==> src/design/clab_pkg.sv <==
`timescale 1ns / 1ps

package clab_pkg;

  localparam int REG_BITS         = 13;
  localparam int TEXEL_BITS       = 12;
  localparam int CH_BITS          = 8;
  localparam int NUM_CH           = 3;
  localparam int IDX_BITS         = 24;
  localparam int DIM_BITS_DEFAULT = 12;
  localparam int CFG_IDX_BITS     = 3;
  localparam int IN_DATA_BITS     = 80;
  localparam int OUT_DATA_BITS    = 56;
  localparam int OUT_USER_BITS    = 2;

  localparam logic [CH_BITS-1:0] CH_MAX = '1;

  localparam logic [REG_BITS-1:0] SCREEN_W_RESET = REG_BITS'(640);
  localparam logic [REG_BITS-1:0] SCREEN_H_RESET = REG_BITS'(480);
  localparam logic [REG_BITS-1:0] SPRITE_W_RESET = REG_BITS'(64);
  localparam logic [REG_BITS-1:0] SPRITE_H_RESET = REG_BITS'(64);

  typedef enum logic [CFG_IDX_BITS-1:0] {
    REG_SCREEN_W = 3'd0,
    REG_SCREEN_H = 3'd1,
    REG_SPRITE_W = 3'd2,
    REG_SPRITE_H = 3'd3,
    REG_POS_X    = 3'd4,
    REG_POS_Y    = 3'd5
  } cfg_reg_t;

  typedef struct packed {
    logic [REG_BITS-1:0]        screen_w;
    logic [REG_BITS-1:0]        screen_h;
    logic [REG_BITS-1:0]        sprite_w;
    logic [REG_BITS-1:0]        sprite_h;
    logic signed [REG_BITS-1:0] pos_x;
    logic signed [REG_BITS-1:0] pos_y;
  } cfg_t;

  // Load enables of the three pipeline stages.
  typedef struct packed {
    logic s1;
    logic s2;
    logic s3;
  } stage_en_t;

  typedef logic [NUM_CH-1:0][CH_BITS-1:0] rgb_t;

endpackage

==> src/design/clab_geom.sv <==
`timescale 1ns / 1ps

module clab_geom
  import clab_pkg::*;
#(
  parameter int DIM_BITS = DIM_BITS_DEFAULT
) (
  input  logic                  clk,
  input  stage_en_t             en,
  input  cfg_t                  cfg,
  input  logic [TEXEL_BITS-1:0] texel_x,
  input  logic [TEXEL_BITS-1:0] texel_y,
  input  logic [CH_BITS-1:0]    src_alpha,
  output logic                  keep,
  output logic [IDX_BITS-1:0]   pixel_index
);

  localparam int CW = (DIM_BITS < TEXEL_BITS) ? DIM_BITS : TEXEL_BITS;
  localparam int SW = REG_BITS + 1;

  logic [TEXEL_BITS-1:0]   tx;
  logic [TEXEL_BITS-1:0]   ty;
  logic signed [SW-1:0]    sx_calc;
  logic signed [SW-1:0]    sy_calc;

  logic signed [SW-1:0]    sx1;
  logic signed [SW-1:0]    sy1;
  logic                    in_sprite1;
  logic                    alpha_nz1;

  logic                    vis_calc;
  logic [2*REG_BITS-1:0]   row_calc;
  logic [IDX_BITS-1:0]     row2;
  logic [REG_BITS-1:0]     sx2;
  logic                    keep2;

  logic [IDX_BITS-1:0]     index3;

  assign tx = TEXEL_BITS'(texel_x[CW-1:0]);
  assign ty = TEXEL_BITS'(texel_y[CW-1:0]);

  assign sx_calc = $signed({cfg.pos_x[REG_BITS-1], cfg.pos_x}) + $signed({2'b00, tx});
  assign sy_calc = $signed({cfg.pos_y[REG_BITS-1], cfg.pos_y}) + $signed({2'b00, ty});

  always_ff @(posedge clk) begin
    if (en.s1) begin
      sx1        <= sx_calc;
      sy1        <= sy_calc;
      in_sprite1 <= ({1'b0, tx} < cfg.sprite_w) && ({1'b0, ty} < cfg.sprite_h);
      alpha_nz1  <= (src_alpha != '0);
    end
  end

  // A negative screen coordinate shows as the top bit of the widened sum.
  assign vis_calc = in_sprite1 && !sx1[SW-1] && !sy1[SW-1] &&
                    (sx1[REG_BITS-1:0] < cfg.screen_w) &&
                    (sy1[REG_BITS-1:0] < cfg.screen_h);
  assign row_calc = sy1[REG_BITS-1:0] * cfg.screen_w;

  always_ff @(posedge clk) begin
    if (en.s2) begin
      keep2 <= vis_calc && alpha_nz1;
      row2  <= row_calc[IDX_BITS-1:0];
      sx2   <= sx1[REG_BITS-1:0];
    end
  end

  always_ff @(posedge clk) begin
    if (en.s3) begin
      index3 <= keep2 ? (row2 + IDX_BITS'(sx2)) : '0;
    end
  end

  assign keep        = keep2;
  assign pixel_index = index3;

endmodule

==> src/design/clab_mix.sv <==
`timescale 1ns / 1ps

module clab_mix
  import clab_pkg::*;
(
  input  logic               clk,
  input  stage_en_t          en,
  input  rgb_t               src_rgb,
  input  rgb_t               dst_rgb,
  input  logic [CH_BITS-1:0] src_alpha,
  input  logic               keep,
  output logic               write_enable,
  output logic               write_alpha,
  output rgb_t               out_rgb,
  output logic [CH_BITS-1:0] out_alpha
);

  localparam int PW = 2 * CH_BITS;

  logic [NUM_CH-1:0][PW-1:0] fore1;
  logic [NUM_CH-1:0][PW-1:0] back1;
  rgb_t                      src1;
  logic                      opaque1;

  logic [NUM_CH-1:0][PW-1:0] num2;
  rgb_t                      src2;
  logic                      opaque2;

  logic [NUM_CH-1:0][PW:0]   quot_sum;
  rgb_t                      blend_calc;

  logic                      we3;
  logic                      wa3;
  rgb_t                      rgb3;

  always_ff @(posedge clk) begin
    if (en.s1) begin
      for (int c = 0; c < NUM_CH; c++) begin
        fore1[c] <= src_alpha * src_rgb[c];
        back1[c] <= (CH_MAX - src_alpha) * dst_rgb[c];
      end
      src1    <= src_rgb;
      opaque1 <= (src_alpha == CH_MAX);
    end
  end

  always_ff @(posedge clk) begin
    if (en.s2) begin
      for (int c = 0; c < NUM_CH; c++) begin
        num2[c] <= fore1[c] + back1[c];
      end
      src2    <= src1;
      opaque2 <= opaque1;
    end
  end

  // For a numerator of at most 255 * 255, n / 255 equals (n + (n >> 8) + 1) >> 8 exactly.
  always_comb begin
    for (int c = 0; c < NUM_CH; c++) begin
      quot_sum[c]   = {1'b0, num2[c]} + (PW+1)'(num2[c][PW-1:CH_BITS]) + (PW+1)'(1);
      blend_calc[c] = quot_sum[c][PW-1:CH_BITS];
    end
  end

  always_ff @(posedge clk) begin
    if (en.s3) begin
      we3  <= keep;
      wa3  <= keep && opaque2;
      rgb3 <= !keep ? '0 : (opaque2 ? src2 : blend_calc);
    end
  end

  assign write_enable = we3;
  assign write_alpha  = wa3;
  assign out_rgb      = rgb3;
  assign out_alpha    = we3 ? CH_MAX : '0;

endmodule

==> src/design/clipped_alpha_blit.sv <==
`timescale 1ns / 1ps
// Channel  Direction  Handshake          Contents
// s_       in         s_tvalid/s_tready  texel coordinates, texel RGBA, screen RGB
// m_       out        m_tvalid/m_tready  write flags, pixel index, RGBA to write
// cfg_     in         cfg_we             register index and value, no read-back
//
// One texel per clock is accepted while s_tready is high; each gives one beat out.
// Three register stages: operand products and screen sums, clip compare with the
// row multiply, then index add and the divide by 255 into the output register.
// An output stall reaches s_tready in the same cycle through the ready chain; empty
// stages still load, so bubbles are filled and no beat is lost.
// Synchronous reset clears the stage valid bits and loads the register defaults.

module clipped_alpha_blit
  import clab_pkg::*;
#(
  parameter int DIM_BITS = DIM_BITS_DEFAULT
) (
  input  logic                     clk,
  input  logic                     rst,
  input  logic                     s_tvalid,
  output logic                     s_tready,
  // texel_x, texel_y, src_red, src_green, src_blue, src_alpha,
  // dst_red, dst_green, dst_blue
  input  logic [IN_DATA_BITS-1:0]  s_tdata,
  output logic                     m_tvalid,
  input  logic                     m_tready,
  // pixel_index, out_red, out_green, out_blue, out_alpha
  output logic [OUT_DATA_BITS-1:0] m_tdata,
  // write_enable, write_alpha
  output logic [OUT_USER_BITS-1:0] m_tuser,
  input  logic                     cfg_we,
  input  logic [CFG_IDX_BITS-1:0]  cfg_index,
  input  logic [REG_BITS-1:0]      cfg_wdata
);

  cfg_t       cfg;
  stage_en_t  en;
  logic       v1;
  logic       v2;
  logic       v3;

  logic [TEXEL_BITS-1:0] texel_x;
  logic [TEXEL_BITS-1:0] texel_y;
  rgb_t                  src_rgb;
  rgb_t                  dst_rgb;
  logic [CH_BITS-1:0]    src_alpha;

  logic                  keep;
  logic                  write_enable;
  logic                  write_alpha;
  logic [IDX_BITS-1:0]   pixel_index;
  rgb_t                  out_rgb;
  logic [CH_BITS-1:0]    out_alpha;

  assign texel_x    = s_tdata[11:0];
  assign texel_y    = s_tdata[23:12];
  assign src_rgb[0] = s_tdata[31:24];
  assign src_rgb[1] = s_tdata[39:32];
  assign src_rgb[2] = s_tdata[47:40];
  assign src_alpha  = s_tdata[55:48];
  assign dst_rgb[0] = s_tdata[63:56];
  assign dst_rgb[1] = s_tdata[71:64];
  assign dst_rgb[2] = s_tdata[79:72];

  always_ff @(posedge clk) begin
    if (rst) begin
      cfg.screen_w <= SCREEN_W_RESET;
      cfg.screen_h <= SCREEN_H_RESET;
      cfg.sprite_w <= SPRITE_W_RESET;
      cfg.sprite_h <= SPRITE_H_RESET;
      cfg.pos_x    <= '0;
      cfg.pos_y    <= '0;
    end else if (cfg_we) begin
      case (cfg_reg_t'(cfg_index))
        REG_SCREEN_W: cfg.screen_w <= cfg_wdata;
        REG_SCREEN_H: cfg.screen_h <= cfg_wdata;
        REG_SPRITE_W: cfg.sprite_w <= cfg_wdata;
        REG_SPRITE_H: cfg.sprite_h <= cfg_wdata;
        REG_POS_X:    cfg.pos_x    <= cfg_wdata;
        REG_POS_Y:    cfg.pos_y    <= cfg_wdata;
        default: ;
      endcase
    end
  end

  // A stage loads when it is empty or its contents move on in the same cycle.
  assign en.s3    = !v3 || m_tready;
  assign en.s2    = !v2 || en.s3;
  assign en.s1    = !v1 || en.s2;
  assign s_tready = en.s1;

  always_ff @(posedge clk) begin
    if (rst) begin
      v1 <= 1'b0;
      v2 <= 1'b0;
      v3 <= 1'b0;
    end else begin
      if (en.s1) v1 <= s_tvalid;
      if (en.s2) v2 <= v1;
      if (en.s3) v3 <= v2;
    end
  end

  clab_geom #(
    .DIM_BITS(DIM_BITS)
  ) u_geom (
    .clk        (clk),
    .en         (en),
    .cfg        (cfg),
    .texel_x    (texel_x),
    .texel_y    (texel_y),
    .src_alpha  (src_alpha),
    .keep       (keep),
    .pixel_index(pixel_index)
  );

  clab_mix u_mix (
    .clk         (clk),
    .en          (en),
    .src_rgb     (src_rgb),
    .dst_rgb     (dst_rgb),
    .src_alpha   (src_alpha),
    .keep        (keep),
    .write_enable(write_enable),
    .write_alpha (write_alpha),
    .out_rgb     (out_rgb),
    .out_alpha   (out_alpha)
  );

  assign m_tvalid = v3;
  assign m_tdata  = {out_alpha, out_rgb[2], out_rgb[1], out_rgb[0], pixel_index};
  assign m_tuser  = {write_alpha, write_enable};

endmodule

==> config.mk <==
export PLATFORM = sky130hd
export DESIGN_NAME = clipped_alpha_blit
export DESIGN_NICKNAME = d
export VERILOG_FILES = /design/src/design/clab_pkg.sv /design/src/design/clab_geom.sv /design/src/design/clab_mix.sv /design/src/design/clipped_alpha_blit.sv
export SDC_FILE = /design/constraint.sdc
export NUM_CORES = 2
export LEC_CHECK = 0
export ABC_AREA = 1
export BUFFER_PORTS_ARGS = -buffer_cell sky130_fd_sc_hd__buf_2
export CAP_MARGIN = 20
export CORE_MARGIN = 3
export CORE_UTILIZATION = 62
export CTS_CLUSTER_SIZE = 20
export DETAILED_ROUTE_END_ITERATION = 12
export GPL_TIMING_DRIVEN = 0
export PLACE_DENSITY_LB_ADDON = 0.12
export SYNTH_ARGS = -nofsm -noshare
export SYNTH_HDL_FRONTEND = slang
export SYNTH_HIERARCHICAL = 1
export SYNTH_SLANG_ARGS = --single-unit
==> constraint.sdc <==
create_clock -name clk -period 7.97 [get_ports clk]
set_input_delay 0.797 -clock clk [delete_from_list [all_inputs] [get_ports clk]]
set_output_delay 0.797 -clock clk [all_outputs]
set_load 0.01 [all_outputs]
# Word level (Yosys, flattened, before mapping)
# Index checks and enable logic that the tools add are counted.
# op_classes
n_addsub	13
magnitude_cmp	4
reduce_logical	23
n_eq_ne	6
mux	2
n_mul	7
# ops
op	count
$add 16x1->16 const B	3
$add 16x16->16	3
$add 16x8->16	3
$mul 16x8->16	3
$mul 8x8->16	3
$add 13x13->14	2
$lt 12x13->1	2
$lt 13x13->1	2
$add 24x13->24	1
$mul 13x13->24	1
$mux 24	1
$reduce_and 2->1	6
$sub 8x8->9 const A	1
$eq 8x8->1 const B	1
$mux 8	1
$reduce_bool 8->1	1
$logic_and 1x1->1	7
$eq 3x2->1 const B	2
$eq 3x3->1 const B	2
$logic_not 1->1	5
$eq 3x1->1 const B	1
$logic_not 3->1	1
$logic_or 1x1->1	3
# totals
ff_bits	393
out_inout_bits	60

# Depth between registers and ports, before layout
# logic_depth
depth_word	6
depth_mapped	23
mapped_depth_nobuf	22

# Cells and area by module
# The synthesis kept the hierarchy.
# modules_own_cells
mod	n_inst	cells_each	area_per_inst_um2
clab_mix	1	2942	24154.4
clab_geom	1	1581	12243.0
clipped_alpha_blit	1	464	3221.8

# Least setup slack after synthesis
# No wires, ideal clock.
# synth_timing
path_kind	input to register
startpoint	in m_tready
endpoint	reg u_geom.alpha_nz1 (enable)
arrival_ps	4467
t_required_ps	6295
stages	2
setup_time_ps	1675
path_slack_ps	1828
n_path_buf	0
path_cell_list	nor2_1 nand3_1
# synth_between
elab_chain_len	3
# synth_lines
element	line_no	rtl
start: declaration	clipped_alpha_blit.sv:27	input logic m_tready,
$logic_or 1x1->1	clipped_alpha_blit.sv:88	assign en.s3 = !v3 || m_tready;
$logic_or 1x1->1	clipped_alpha_blit.sv:89	assign en.s2 = !v2 || en.s3;
$logic_or 1x1->1	clipped_alpha_blit.sv:90	assign en.s1 = !v1 || en.s2;
net s_tready	clipped_alpha_blit.sv:22	output logic s_tready,
end signal: assignment	clab_geom.sv:50	alpha_nz1 <= (src_alpha != '0);
end: declaration	clab_geom.sv:29	logic alpha_nz1;
# The timed path passes the listed nets, and every way through them passes these cells.
# A chain may end at the register's enable or synchronous reset.

# Worst setup path after layout
# layout_timing
startpoint	reg, netlist name cfg[71]
endpoint	reg u_geom.row2[23] (data pin)
# layout_between
elab_chain_len	1
# layout_lines
element	line_no	rtl
$mul 13x13->24	clab_geom.sv:58	assign row_calc = sy1[REG_BITS-1:0] * cfg.screen_w;
net u_geom.row_calc[23]	clab_geom.sv:32	logic [2*REG_BITS-1:0] row_calc;
end signal: assignment	clab_geom.sv:63	row2 <= row_calc[IDX_BITS-1:0];
end: declaration	clab_geom.sv:33	logic [IDX_BITS-1:0] row2;
# The timed path passes the listed nets, and every way through them passes these cells.

==> results by group <==
Flow run
  – Max-cap violations: 0

Clock tree
  – CTS Buf Count: 45
  – Clk Latency, worst-skew pair: 0.60 ns
  – CTS H-tree depth: 2
  – Root buf cell: clkbuf_16
  – Post-CTS Setup Bufs: 0
  – Clock slew at reported path FFs: 0.06 ns
  – Number of hold buffers added after cts: 0
  – CTS Sinks: 393
  – Post-cts resize count: 0
  – CTS tree: built
  – Max Buffers Root-to-Sink: 3

Floorplanning
  – Core area: 63200 um^2
  – Initial Util: 62.7%
  – # rows: 92
  – Num ports: 161
  – Die width: 259 um
  – Die area: 67000 um^2
  – Die Span Y: 259 um

Cells and area
  – P&R area growth vs syn: 8.72%
  – Filler cell count: 5359
  – Register area: 11000 um^2
  – Utilization after layout: 68.2%
  – # nets final: 6074
  – Area occupied by multi-input gates: 23800 um^2
  – Layout cell share with drive strength beyond 1: 6.42%
  – Final Cell Area: 43100 um^2
  – Finished Layout Cells: 6085

Logic synthesis
  – Synth warn: 6
  – Mux contribution to synthesized area: 0%
  – Seq/Total Area, Yosys: 27.7%
  – Synth top area share: 23.6%
  – Largest family of logic cells by synthesized area: adder cells
  – Most common flop cell mapped by yosys: edfxtp_1
  – Ys async rst share: 0%
  – Compound-gate portion of the synthesized area: 5.00%
  – Post-synth EDFFs: 312
  – Post-synthesis adder-cell area fraction: 31.0%
  – Yosys reg bits: 393
  – Post-Synth Simple-Gate Area: 21.2%
  – Syn Area/Cell: 7.94 um^2
  – Syn Std Cell Area: 39600 um^2
  – Yosys top cell by area: edfxtp_1
  – Cells after Synth: 4987
  – Xor/xnor share of the synthesized area: 2.87%
  – Syn nets: 5863
  – Yosys cell types: 44
  – Synth top area cells: edfxtp_1 (24%), fa_1 (17%), ha_1 (14%), nand2_1 (11%), inv_1 (11%)

Critical path
  – Startpoint types: flip-flop
  – CP arrival: 6.06 ns
  – CP peak stage delay: 0.61 ns
  – CP max FO: 10
  – Worst reg-to-reg setup slack: 2.24 ns
  – Crit-path most repeated cell: inv_1
  – CP max-delay cell: clkbuf_1
  – CP top delay family: adder cells
  – Crit Path Category: flip-flop to flip-flop
  – Crit path buffers/inverters: 7
  – Critical-path cell list: clkbuf_1 -> nand2_1 -> fa_1 -> inv_1 -> fa_1 -> inv_1 -> fa_1 -> inv_1 -> fa_1 -> inv_1 -> fa_1 -> inv_1 -> ha_1 -> nand2_2 -> nor2_1 -> inv_1 -> nor2_1 -> nand3_1 -> nand3_1 -> nand2_1
  – Worst endpoint required time: 8.29 ns
  – Crit path capture type: flip-flop

STA
  – Hold Fails Final Rpt: 0
  – RSZ-0062 raised after global routing: false
  – Pins Over Slew Limit: 0
  – Final setup vio count: 0
  – Max Clk Rate: 174 MHz
  – Fin crit share: 71.9%
  – Worst Max-Slew Pin Slew: 1.07 ns
  – Setup Skew: 0.0201 ns
  – Relative slew margins: 28.8%
  – Hold Worst Slack: 0.395 ns
  – Final setup margin: 2.24 ns
  – Fin crit period: 5.73 ns

Detailed routing
  – Post-DRT Antenna Nets: 0
  – DRT iter0 DRCs: 2368
  – 1st-pass router iterations: 5
  – Total wire length: 102 mm
  – Vias: 32400
  – Vias per inst: 5.32
  – Drc violations: 0
  – DR WL/cell: 16.7 um

Power
  – Max VDD drop: 0.000338 V
  – Pwr per Cell Area: 275 nW/um^2
  – Leakage: 24.0 nW

Worst hold path
  – Hold crit path type: input pin to flip-flop

Global route
  – Vias in the first global route: 31800
  – Largest net degree at the start of global routing: 66
  – GRT overflow: 0
  – GR Util All Layers: 30.9%
  – Initial antenna violation count: 11
  – First-pass GRT wire length: 164 mm

Run status
  – Status: finished clean

Placement
  – Post-place setup slack: 2.19 ns
  – # port buffers: 160
  – GP Congestion: 0.944
  – Post-Place Cells: 5997
  – Hpwl dp: 82.2 mm
  – Post-DP Area: 41600 um^2
cell usage after synthesis (15+ instances only):
cell and instances:
buf_2 28, ha_1 431, clkbuf_1 68, a21oi_1 213, a21o_1 15, edfxtp_1 312
xnor2_1 54, xor2_1 76, dfxtp_1 81, o21ai_0 70, nand2_1 1183, nand3_1 259
inv_1 1125, fa_1 344, nor2_1 503, nand3b_1 17, nor3_1 19, o21bai_1 16
nand2_2 15, nand4_1 32
sequential cells by signal, summed over array words and instances, names as in the netlist, 13 cells and up:
name / cells
cfg: 78
u_mix/back1: 48
u_mix/fore1: 48
u_mix/num2: 48
u_geom/pixel_index: 24
u_geom/row2: 24
u_mix/out_rgb: 24
u_mix/src1: 24
u_mix/src2: 24
u_geom/sx1: 14
u_geom/sy1: 14
u_geom/sx2: 13
final cells by class:
| cell class | instances | area share, % |
|---|---|---|
| Tap cell | 846 | 2.46 |
| Clock buffer | 54 | 2.72 |
| Buffer | 134 | 1.39 |
| Sequential cell | 393 | 25.5 |
| Timing Repair Buffer | 164 | 2.10 |
| Multi-Input combinational cell | 3329 | 55.3 |
| Antenna cell | 5 | 0.0290 |
| Clock inverter | 29 | 0.671 |
| Inverter | 1131 | 9.86 |
through the flow:
step           TNS (ns)  power, W
3_5_place_dp          0   0.00974
3_3_place_gp    -136.15   0.00968
5_1_grt               0    0.0129
4_1_cts               0    0.0118
6_report              0    0.0118
2_1_floorplan         0   0.00800
routing by layer:
metal / global-route usage [%] / share of wire [%] / vias to the layer above
met3: 4.72 / 6.9 / 239
met5: 0 / 0.071 / -
met1: 40.2 / 42 / 15200
li1: - / - / 15700
met2: 51.8 / 47 / 1118
met4: 12.4 / 4.4 / 12
layout by cell type (no fill, tap or decap), drive strengths merged, types with 17 or more instances in the layout:
cell	count
nand3	259
fa	344
nand4	32
nor3	21
buf	216
xor2	76
o21ai	82
dfxtp	81
a21oi	216
clkbuf	136
ha	431
nand2	1198
clkinv	22
edfxtp	312
nor2	518
inv	1133
xnor2	54
nand3b	17
power by group:
| group | internal [W] | switching (W) | leakage, nW |
|---|---|---|---|
| Clock | 0.00116 | 0.000877 | 0.717 |
| Sequential | 0.00295 | 0.000298 | 4.10 |
| Combinational | 0.00237 | 0.00419 | 19.2 |
kinds of logic (layout without fill, tap and decap cells):
group	after synthesis	in the layout
adder cells (fa/ha/maj)	775	775
flip-flops	393	393
AND/OR/NAND/NOR	2064	2064
other	0	5
AO/OA/AOI/OAI	360	360
XOR/XNOR	130	130
buffers and inverters	1265	1512
final timing paths:
path | cells after the start | to | startpoint
hold reg to reg | 0 | u_mix/src2[9] | u_mix/src1[9]
setup / recovery | 20 | u_geom/row2[23] | cfg[71]
hold / removal | 1 | u_mix/src1[1] | s_tdata[25]
setup reg to reg | 20 | u_geom/row2[23] | cfg[71]
(Power assumes the default switching activity.)
